## src/design/sbps_pkg.sv

```systemverilog
// shared types and constants for the strided byte pattern search
// no dependencies

package sbps_pkg;

    localparam int CFG_IDX_W      = 2;
    localparam int CFG_DATA_W     = 64;
    localparam int NEEDLE_W       = 64;
    localparam int LENGTH_W       = 4;
    localparam int STRIDE_W       = 8;
    localparam int MATCH_OFFSET_W = 32;

    localparam logic [CFG_IDX_W-1:0] CFG_NEEDLE_BYTES  = 2'd0;
    localparam logic [CFG_IDX_W-1:0] CFG_NEEDLE_LENGTH = 2'd1;
    localparam logic [CFG_IDX_W-1:0] CFG_STRIDE        = 2'd2;

    typedef struct packed {
        logic       last;
        logic [7:0] data;
    } t_item;

    typedef struct packed {
        logic                      valid;
        logic                      found;
        logic [MATCH_OFFSET_W-1:0] offset;
    } t_result;

endpackage

```

## src/design/sbps_match.sv

```systemverilog
// window against needle compare for the current effective length
// depends on sbps_pkg

module sbps_match #(
    parameter int NEEDLE_MAX = 8
) (
    input  logic [8*NEEDLE_MAX-1:0]      i_window,
    input  logic [8*NEEDLE_MAX-1:0]      i_needle,
    input  logic [sbps_pkg::LENGTH_W-1:0] i_len,
    output logic                          o_hit
);
    import sbps_pkg::*;

    localparam int IDX_W = (NEEDLE_MAX > 1) ? $clog2(NEEDLE_MAX) : 1;

    logic [7:0]          win_b [NEEDLE_MAX];
    logic [7:0]          ndl_b [NEEDLE_MAX];
    logic [LENGTH_W-1:0] idx;

    for (genvar g = 0; g < NEEDLE_MAX; g++) begin : g_bytes
        assign win_b[g] = i_window[8*g +: 8];
        assign ndl_b[g] = i_needle[8*g +: 8];
    end

    // needle byte k sits len-1-k bytes back from the newest byte
    always_comb begin
        o_hit = 1'b1;
        idx   = '0;
        for (int k = 0; k < NEEDLE_MAX; k++) begin
            if (LENGTH_W'(k) < i_len) begin
                idx = i_len - LENGTH_W'(1) - LENGTH_W'(k);
                if (win_b[idx[IDX_W-1:0]] != ndl_b[k]) begin
                    o_hit = 1'b0;
                end
            end
        end
    end

endmodule

```

## src/design/sbps_scan.sv

```systemverilog
// per-byte scan state: window, byte count, next candidate, done flag
// depends on sbps_pkg and sbps_match

module sbps_scan #(
    parameter int NEEDLE_MAX  = 8,
    parameter int OFFSET_BITS = 32
) (
    input  logic                          i_clk,
    input  logic                          i_rst_n,
    input  logic                          i_valid,
    input  sbps_pkg::t_item               i_item,
    input  logic [sbps_pkg::NEEDLE_W-1:0] i_needle,
    input  logic [sbps_pkg::LENGTH_W-1:0] i_length,
    input  logic [sbps_pkg::STRIDE_W-1:0] i_stride,
    output sbps_pkg::t_result             o_res
);
    import sbps_pkg::*;

    localparam int WIN_W = 8 * NEEDLE_MAX;

    logic [WIN_W-1:0]       r_window, n_window;
    logic [OFFSET_BITS-1:0] r_seen, n_seen;
    logic [OFFSET_BITS-1:0] r_cand, n_cand;
    logic                   r_done, n_done;

    logic [LENGTH_W-1:0]    eff_len;
    logic [STRIDE_W-1:0]    eff_stride;
    logic [WIN_W-1:0]       win_next;
    logic [OFFSET_BITS-1:0] seen_next;
    logic [OFFSET_BITS-1:0] start;
    logic [OFFSET_BITS:0]   cand_sum;
    logic                   can_count;
    logic                   cand_hit;
    logic                   hit;

    always_comb begin
        if (i_length == '0) begin
            eff_len = LENGTH_W'(1);
        end else if (i_length > LENGTH_W'(NEEDLE_MAX)) begin
            eff_len = LENGTH_W'(NEEDLE_MAX);
        end else begin
            eff_len = i_length;
        end
        eff_stride = (i_stride == '0) ? STRIDE_W'(1) : i_stride;
    end

    assign win_next  = (r_window << 8) | WIN_W'(i_item.data);
    assign seen_next = r_seen + OFFSET_BITS'(1);
    assign start     = seen_next - OFFSET_BITS'(eff_len);
    assign cand_sum  = {1'b0, r_cand} + (OFFSET_BITS+1)'(eff_stride);
    assign can_count = !r_done && (r_seen != '1);
    assign cand_hit  = (seen_next >= OFFSET_BITS'(eff_len)) && (start == r_cand);

    sbps_match #(
        .NEEDLE_MAX(NEEDLE_MAX)
    ) u_match (
        .i_window(win_next),
        .i_needle(i_needle[WIN_W-1:0]),
        .i_len   (eff_len),
        .o_hit   (hit)
    );

    always_comb begin
        n_window = r_window;
        n_seen   = r_seen;
        n_cand   = r_cand;
        n_done   = r_done;
        o_res    = '0;
        if (i_valid) begin
            if (can_count) begin
                n_window = win_next;
                n_seen   = seen_next;
                if (cand_hit) begin
                    if (hit) begin
                        n_done       = 1'b1;
                        o_res.valid  = 1'b1;
                        o_res.found  = 1'b1;
                        o_res.offset = MATCH_OFFSET_W'(start);
                    end else begin
                        n_cand = cand_sum[OFFSET_BITS] ? '1 : cand_sum[OFFSET_BITS-1:0];
                    end
                end
            end
            if (i_item.last) begin
                if (!o_res.valid && !r_done) begin
                    o_res.valid = 1'b1;
                end
                n_seen = '0;
                n_cand = '0;
                n_done = 1'b0;
            end
        end
    end

    always_ff @(posedge i_clk) begin
        if (!i_rst_n) begin
            r_seen <= '0;
            r_cand <= '0;
            r_done <= 1'b0;
        end else begin
            r_seen <= n_seen;
            r_cand <= n_cand;
            r_done <= n_done;
        end
    end

    // stale window bytes are never compared: a check needs len counted bytes
    always_ff @(posedge i_clk) begin
        r_window <= n_window;
    end

    a_found_sets_done: assert property (@(posedge i_clk) disable iff (!i_rst_n)
        (i_valid && o_res.found && !i_item.last) |=> r_done)
        else $error("match reported without setting done");

    a_no_result_after_done: assert property (@(posedge i_clk) disable iff (!i_rst_n)
        (i_valid && r_done) |-> !o_res.found)
        else $error("second match reported in one haystack");

    a_last_clears: assert property (@(posedge i_clk) disable iff (!i_rst_n)
        (i_valid && i_item.last) |=> (r_seen == '0 && r_cand == '0 && !r_done))
        else $error("state not cleared after last byte");

    a_cand_not_passed: assert property (@(posedge i_clk) disable iff (!i_rst_n)
        (!r_done && r_cand != '1 && r_seen != '1 && r_seen >= OFFSET_BITS'(eff_len)
         && $stable(eff_len)) |-> (r_seen - OFFSET_BITS'(eff_len) <= r_cand))
        else $error("candidate start skipped");

endmodule

```

## src/design/strided_byte_pattern_search.sv

```systemverilog
// strided byte pattern search: each input byte is held in the input register,
// then the scan writes its result to the result register; one byte per cycle
// sustained, stalling only while the result register holds an untaken result
// synchronous active-low reset clears the scan state, empties both registers
// and loads needle 0, needle length 1, stride 1; depends on sbps_pkg, sbps_scan
module strided_byte_pattern_search #(
    parameter int NEEDLE_MAX  = 8,
    parameter int OFFSET_BITS = 32
) (
    input  logic                            i_clk,
    input  logic                            i_rst_n,
    input  logic                            i_cfg_we,
    input  logic [sbps_pkg::CFG_IDX_W-1:0]  i_cfg_idx,
    input  logic [sbps_pkg::CFG_DATA_W-1:0] i_cfg_data,
    input  logic                            i_s_axis_tvalid,
    output logic                            o_s_axis_tready,
    input  logic [7:0]                      i_s_axis_tdata,   // data_byte
    input  logic                            i_s_axis_tlast,   // last_byte
    output logic                            o_m_axis_tvalid,
    input  logic                            i_m_axis_tready,
    output logic [31:0]                     o_m_axis_tdata,   // match_offset
    output logic                            o_m_axis_tuser    // found
);
    import sbps_pkg::*;

    logic [NEEDLE_W-1:0] r_needle;
    logic [LENGTH_W-1:0] r_length;
    logic [STRIDE_W-1:0] r_stride;

    logic    r_in_valid;
    t_item   r_in;
    logic    r_out_valid;
    t_result r_out;
    t_result res;
    logic    advance;

    assign advance         = r_in_valid && (!r_out_valid || i_m_axis_tready);
    assign o_s_axis_tready = !r_in_valid || advance;

    always_ff @(posedge i_clk) begin
        if (!i_rst_n) begin
            r_needle <= '0;
            r_length <= LENGTH_W'(1);
            r_stride <= STRIDE_W'(1);
        end else if (i_cfg_we) begin
            unique case (i_cfg_idx)
                CFG_NEEDLE_BYTES:  r_needle <= i_cfg_data[NEEDLE_W-1:0];
                CFG_NEEDLE_LENGTH: r_length <= i_cfg_data[LENGTH_W-1:0];
                CFG_STRIDE:        r_stride <= i_cfg_data[STRIDE_W-1:0];
                default: ;
            endcase
        end
    end

    always_ff @(posedge i_clk) begin
        if (!i_rst_n) begin
            r_in_valid <= 1'b0;
        end else if (o_s_axis_tready) begin
            r_in_valid <= i_s_axis_tvalid;
        end
    end

    always_ff @(posedge i_clk) begin
        if (o_s_axis_tready && i_s_axis_tvalid) begin
            r_in.data <= i_s_axis_tdata;
            r_in.last <= i_s_axis_tlast;
        end
    end

    sbps_scan #(
        .NEEDLE_MAX (NEEDLE_MAX),
        .OFFSET_BITS(OFFSET_BITS)
    ) u_scan (
        .i_clk   (i_clk),
        .i_rst_n (i_rst_n),
        .i_valid (advance),
        .i_item  (r_in),
        .i_needle(r_needle),
        .i_length(r_length),
        .i_stride(r_stride),
        .o_res   (res)
    );

    always_ff @(posedge i_clk) begin
        if (!i_rst_n) begin
            r_out_valid <= 1'b0;
        end else if (!r_out_valid || i_m_axis_tready) begin
            r_out_valid <= res.valid;
        end
    end

    always_ff @(posedge i_clk) begin
        if (res.valid && (!r_out_valid || i_m_axis_tready)) begin
            r_out <= res;
        end
    end

    assign o_m_axis_tvalid = r_out_valid;
    assign o_m_axis_tdata  = r_out.offset;
    assign o_m_axis_tuser  = r_out.found;

endmodule

```

## config.mk

```make
export PLATFORM = sky130hd
export DESIGN_NAME = strided_byte_pattern_search
export DESIGN_NICKNAME = d
export VERILOG_FILES = /design/src/design/sbps_pkg.sv /design/src/design/sbps_match.sv /design/src/design/sbps_scan.sv /design/src/design/strided_byte_pattern_search.sv
export SDC_FILE = /design/constraint.sdc
export NUM_CORES = 1
export LEC_CHECK = 0
export ABC_CLOCK_PERIOD_IN_PS = 7400
export BUFFER_PORTS_ARGS = -buffer_cell sky130_fd_sc_hd__buf_4
export CORE_MARGIN = 2
export CORE_UTILIZATION = 55
export DETAILED_ROUTE_END_ITERATION = 7
export PLACE_DENSITY = 0.77
export SYNTH_ARGS = -nofsm -noshare
export SYNTH_HDL_FRONTEND = slang
export SYNTH_SLANG_ARGS = --single-unit
```

## constraint.sdc

```tcl
create_clock -name i_clk -period 7.4 [get_ports i_clk]
set_input_delay 0 -clock i_clk [delete_from_list [all_inputs] [get_ports i_clk]]
set_output_delay 0 -clock i_clk [all_outputs]
set_load 0.005 [all_outputs]
```

==> flow_summary.toml, run 1 <==
[synth]
synthCells = 1844
synth_edf_count = 98
ys.warnings.count = 0
synth_seq_area_share = 0.354
yosysUniqueCellTypes = 92
avgSynthCellArea_um2 = 8.89
ys_async_sr_fraction = 0
synth-seq-cells = 241
dominantRegCellSynth = "dfxtp_1"
syn_nets = 1941
synthesis.area_um2 = 16400

[routing]
initialDrtViolationCount = 1676
drtAntennaViolNets = 0
wirelength_mm = 53.1
drt_first_pass_iters = 6
vias_per_cell = 6.53
drt-wirelength-per-cell_um = 22.5
drc = 0
vias = 15400

[die]
core-area_um2 = 29500
initial_core_util = 0.556
pin_count = 115
die-area_um2 = 31200
die_w_um = 177
rows = 63
die_y_um = 177

[place]
gp_congestion = 0.979
port_buffers = 114
dp.final_hpwl_mm = 36.7

[run_status]
status = "completed"

[finish]
drive_gt1_frac = 0.145
diodes = 0
fillers = 2434
final_nets = 2049
postLayoutCoreUtil = 0.649
syn2layout_area_growth_pct = 16.7

[timing]
relSlewSlack = 0.217
fin_crit_sh = 0.873
clock-skew-final_ns = 0.0159
finalWorstPathRequiredPeriod_ns = 6.46
rsz0062_at_grt = "no"
slew_violations = 0
tightestPinTransition_ns = 1.17
setup_tns_ns = 0
setup_violations = 0
hold_viol_final = 0
fmax_ghz = 0.155

[pwr]
internal_power_mw = 2.49
seq_power_share = 0.426
p_per_area_nw_per_um2 = 180
power_frac_clock = 0.406
peakVddDrop_mv = 0.194
p_sw_frac = 0.279
leakage_nw = 7.26
combPwrFrac = 0.168
netSwitchingPower_mw = 0.961
power_mw = 3.45

[global_route]
antenna_found_initial = 0
grt_usage = 0.334
grt_pass1_vias = 14700
grt_pass1_wl_mm = 82.0
overflow = 0
grt_start_max_net_pins = 78

[clock_network]
clk_latency_ns = 0.56
clockBufferDepth = 3
h-tree-depth = 1
clk_pin_slew_worst_paths_ns = 0.06
cts-buffers-inserted = 28
clock-sinks = 241
cts_tree = "built"
cts_root_buffer = "clkbuf_16"

[worst_setup_path]
worstPathArrival_ns = 6.71
cp_slowest_stage_delay_ns = 0.72
cp_data_required_time_ns = 7.65
cp_max_fo = 23
start_kind = "register"
cp-end-kind = "register"
cp_cell_sequence = "o21ba_1, nor2_4, ha_1, fa_1, nor2b_1, o21a_1, a2111oi_4, nor4b_4, nand4_2, nor2_2, xnor3_1, a2111oi_1, and4_1, and3_1, nand2_1, nand2_1, buf_12"
critical_path_class = "register to register"
rr_worst_depth = 17
cpMaxStageDelayCell = "nor2_4"
cpMostUsedCell = "nand2_1"

[min_path]
hold_depth = 4
min_path_type = "input pin to register"

[job]
drv_cap = 0
==> worst max-delay path, delay by kind of cell, from the launching register on <==
kind | cells | cell delay, ns
compound gates | 4 | 1.68
simple gates | 9 | 2.96
buf+inv | 1 | 0.26
fa+ha+maj | 2 | 0.56
flops | 1 | 0.33
xor+xnor | 1 | 0.36
==> placed cells by master (no fill, tap or decap), types with 13 or more instances in the layout <==
cell type      netlist  layout
a211oi_1            26      26
a21oi_1            140     140
a31oi_1             27      27
and2_1              21      21
and3_1              23      23
buf_4                0     142
clkbuf_16            0      29
dfxtp_1            143     141
dlygate4sd3_1        0      78
edfxtp_1            98      98
ha_1                15      15
inv_1               29      28
mux2_2              13      13
mux2i_1            109     109
mux4_2              38      38
nand2_1            243     243
nand3_1             57      57
nand4_1             27      27
nor2_1             144     143
nor3_1              49      47
nor4_1              22      22
o21ai_0             56      56
o22ai_1             14      14
xnor2_1             94      92
xor2_1              65      65
==> kinds of logic after synthesis <==
group / after synthesis / synth area share
compound gates: 402 / 0.166
simple gates: 684 / 0.203
flops: 241 / 0.354
buf+inv: 176 / 0.0442
mux: 161 / 0.129
xor+xnor: 163 / 0.0904
fa+ha+maj: 17 / 0.0139
==> stage by stage <==
stage / setup WS (ns) / cells / hold slack [ns] / cell area [µm²]
2_1_floorplan: 0.479 / 1844 / 0.0989 / 16400
6_report: 0.941 / 2364 / 0.0506 / 19100
3_3_place_gp: 1.08 / 2234 / 0.179 / 17400
5_1_grt: 0.601 / 2364 / 0.0775 / 19100
3_5_place_dp: 1.06 / 2234 / 0.180 / 17400
4_1_cts: 1.02 / 2364 / 0.0404 / 19100
==> sequential cells by signal (all words and copies together) (netlist names) <==
signal	cells
u_scan.r_cand	32
r_needle	64
r_in	9
r_stride	8
u_scan.r_seen	32
r_in_valid	1
u_scan.r_window	56
o_m_axis_tdata	32
o_m_axis_tvalid	1
u_scan.r_done	1
r_length	4
o_m_axis_tuser	1
==> routing by layer <==
metal	global-route usage	wire length, µm
met1	0.395	19900
met2	0.578	26100
met5	0	0
met3	0.0475	3420
met4	0.195	3690
==> synth_stat cells, types with 29 or more instances <==
| cell | instances | area, µm² |
|---|---|---|
| xor2_1 | 65 | 569 |
| mux2i_1 | 109 | 1090 |
| clkbuf_1 | 108 | 405 |
| dfxtp_1 | 143 | 2860 |
| o21ai_0 | 56 | 280 |
| xnor2_1 | 94 | 823 |
| nor3_1 | 49 | 245 |
| nand3_1 | 57 | 285 |
| a21oi_1 | 140 | 701 |
| nor2_1 | 144 | 541 |
| inv_1 | 29 | 109 |
| mux4_2 | 38 | 856 |
| edfxtp_1 | 98 | 2940 |
| nand2_1 | 243 | 912 |
==> timing repair <==
item	in CTS	in global routing
buffers inserted	0	0
hold buffers	78	0
setup endpoints to repair	0	0
endpoints found under the hold margin	115	0
resized for setup	0	0
==> power groups by stage <==
stage	registers, mW	logic, mW	clock network [mW]
final	1.47	0.578	1.40
after global routing	1.47	0.617	1.47
after CTS	1.47	0.565	1.42
after detailed placement	1.50	0.529	0
after global placement	1.50	0.522	0
after floorplan	1.48	0.377	0
==> final timing paths <==
path | from | endpoint | slack, ns
worst max register to register | r_length[2] | o_m_axis_tdata[23] | 0.94
worst min register to register | r_needle[8] | r_needle[8] | 0.47
worst min-delay path | i_cfg_we | r_length[3] | 0.05
worst max-delay path | r_length[2] | o_m_axis_tdata[23] | 0.94
==> final cells by class <==
| class | count | area [µm²] | share of cell area |
|---|---|---|---|
| Timing Repair Buffer | 221 | 1870 | 0.0975 |
| Sequential cell | 241 | 5810 | 0.303 |
| Multi-Input combinational cell | 1427 | 9930 | 0.519 |
| Clock inverter | 15 | 159 | 0.00830 |
| Inverter | 33 | 125 | 0.00654 |
| Tap cell | 390 | 488 | 0.0255 |
| Clock buffer | 37 | 766 | 0.0400 |
Note: power is estimated with default switching activity, not from simulation.
==> run 2: changes to the inputs <==
--- a/config.mk
+++ b/config.mk
@@ -6,11 +6,12 @@
 export NUM_CORES = 1
 export LEC_CHECK = 0
 export ABC_CLOCK_PERIOD_IN_PS = 7400
-export BUFFER_PORTS_ARGS = -buffer_cell sky130_fd_sc_hd__buf_4
 export CORE_MARGIN = 2
 export CORE_UTILIZATION = 55
 export DETAILED_ROUTE_END_ITERATION = 7
-export PLACE_DENSITY = 0.77
+export DONT_BUFFER_PORTS = 1
+export PLACE_DENSITY = 0.73
+export REMOVE_ABC_BUFFERS = 1
 export SYNTH_ARGS = -nofsm -noshare
 export SYNTH_HDL_FRONTEND = slang
 export SYNTH_SLANG_ARGS = --single-unit
==> run 2 against run 1 <==
Net effect:
- global-route usage down 1.5 points
- clock skew grew 0.011 ns
- flip-flop and latch count unchanged
==> flow_summary.toml, run 2 (synthesized netlist as in run 1, its figures left out) <==
[worst_setup_path]
crit_family = "compound AO/OA/AOI/OAI gates"
r2r_slack_ns = 0.94
cp_cell_sequence = "o21ba_1, nor2_4, inv_2, ha_1, inv_1, xnor2_2, buf_4, mux4_2, xnor2_1, a2111oi_0, nand2_1, a222oi_1, a31oi_1, nor2_1, nand2_1, nand2_1, buf_4"
start_kind = "register"
rr_worst_depth = 17
cp.depth = 17
path_buf_inv = 4
cpMaxStageDelayCell = "xnor2_2"
worstPathArrival_ns = 6.67
cp_slowest_stage_delay_ns = 0.90
r2r-end = "o_m_axis_tdata[1]"
crit_start = "r_length[0]"
cpMostUsedCell = "nand2_1"
worstSetupEndpoint = "o_m_axis_tdata[1]"
r2r-start = "r_length[0]"
cp-end-kind = "register"
cp_max_fo = 21
cp_data_required_time_ns = 7.61
critical_path_class = "register to register"

[global_route]
grt_start_max_net_pins = 106
overflow = 0
grt_pass1_wl_mm = 78.5
grt_pass1_vias = 14000
antenna_found_initial = 3
grt_usage = 0.318

[timing]
fmax_ghz = 0.155
setup_violations = 0
clock-skew-final_ns = 0.0266
setup_tns_ns = 0
slew_violations = 0
hold_viol_final = 0
fin_crit_sh = 0.873
relSlewSlack = 0.161
hold-worst-slack_ns = 0.0325
tightestPinTransition_ns = 1.26
finalWorstPathRequiredPeriod_ns = 6.46
rsz0062_at_grt = "no"

[place]
dp.final_hpwl_mm = 34.7
port_buffers = 0
gp_congestion = 0.930
place_area_um2 = 16600

[finish]
fillers = 2456
final_nets = 1941
final_cell_mix = "nand2_1 (243), nor2_1 (143), dfxtp_1 (141)"
final_common_cell = "nand2_1"
top_register = "r_needle"
reg_top3 = "r_needle: 64 flops, u_scan.r_window: 56 flops"
final_area_um2 = 18300
largest_register_ffs = 64
drive_gt1_frac = 0.0944
syn2layout_area_growth_pct = 11.7

[run_status]
status = "completed"

[clock_network]
cts_root_buffer = "clkbuf_16"
clock-sinks = 241
cts-buffers-inserted = 27
clk_pin_slew_worst_paths_ns = 0.06
clk_latency_ns = 0.56
clockBufferDepth = 3
h-tree-depth = 1
postCtsSetupBuffers = 0
cts_tree = "built"

[die]
die_y_um = 177
die_w_um = 177
die-area_um2 = 31200
core-area_um2 = 29500
pin_count = 115
initial_core_util = 0.556
rows = 63

[routing]
drtAntennaViolNets = 0
drc = 0
drt-wirelength-per-cell_um = 22.4
vias_per_cell = 6.54
vias = 14800
wirelength_mm = 50.4
drt_first_pass_iters = 6
initialDrtViolationCount = 1704

[pwr]
p_per_area_nw_per_um2 = 183
peakVddDrop_mv = 0.165
leakage_nw = 6.75
power_mw = 3.35

[min_path]
min_path_type = "input pin to register"
hold_depth = 4

[job]
drv_cap = 0
==> run 2: cell types whose count changed in the layout (fill, tap and decap cells not counted), moves of 2 or more <==
cell / change
buf_4: -113
clkbuf_8: +6
dlygate4sd3_1: +6
clkinvlp_4: -3
clkbuf_1: -2
clkbuf_16: -2
diode_2: +2
inv_4: +2
inv_6: -2
nor2b_1: -2
nor2b_2: +2
==> run 2: through the flow <==
step	setup WS, ns	utilization	cells
after floorplan	-3.14	-	1701
after global placement	1.23	0.562	2120
after detailed placement	1.02	0.562	2120
after CTS	0.990	0.621	2255
after global routing	0.506	0.622	2257
final	0.938	0.622	2257
==> run 2: worst min path at each step <==
| stage | from | endpoint |
|---|---|---|
| floorplan | i_rst_n | r_length[0] |
| global placement | i_rst_n | r_stride[0] |
| detailed placement | i_rst_n | r_stride[0] |
| CTS | i_cfg_idx[1] | r_needle[17] |
| global route | i_s_axis_tlast | r_in[8] |
| finish | i_cfg_idx[1] | r_needle[6] |
==> run 2: final cells by class <==
| cell class | count | area, µm² | area share |
|---|---|---|---|
| Inverter | 33 | 125 | 0.00683 |
| Clock buffer | 39 | 791 | 0.0432 |
| Antenna cell | 2 | 5.00 | 0.000273 |
| Sequential cell | 241 | 5810 | 0.317 |
| Tap cell | 390 | 488 | 0.0266 |
| Clock inverter | 11 | 95.1 | 0.00519 |
| Multi-Input combinational cell | 1427 | 9930 | 0.542 |
| Timing Repair Buffer | 114 | 1080 | 0.0589 |
==> run 2: power breakdown <==
group | internal, mW | leakage (nW) | switching (mW)
Clock | 0.779 | 0.445 | 0.562
Combinational | 0.232 | 4.26 | 0.304
Sequential | 1.42 | 2.04 | 0.0483
Total | 2.43 | 6.75 | 0.915
==> run 2: worst register-to-register path, cell delays in order, from the launching register on <==
cell and delay (ns):
dfxtp_2 0.31, o21ba_1 0.57, nor2_4 0.05, inv_2 0.07
ha_1 0.29, inv_1 0.15, xnor2_2 0.90, buf_4 0.38
mux4_2 0.54, xnor2_1 0.14, a2111oi_0 0.52, nand2_1 0.17
a222oi_1 0.31, a31oi_1 0.17, nor2_1 0.50, nand2_1 0.14
nand2_1 0.47, buf_4 0.40
==> run 2: what timing repair did <==
| item | CTS | global route |
|---|---|---|
| hold endpoints to repair | 121 | 0 |
| hold buffers | 85 | 0 |
| setup endpoints to repair | 0 | 0 |
| resized for setup | 0 | 0 |
==> run 2: routing by layer <==
layer,share of wire,track usage,routed length [µm]
met4,0.043,0.140,2180
met1,0.39,0.410,19900
met5,0.00022,0,11
met3,0.082,0.0599,4160
met2,0.48,0.523,24200
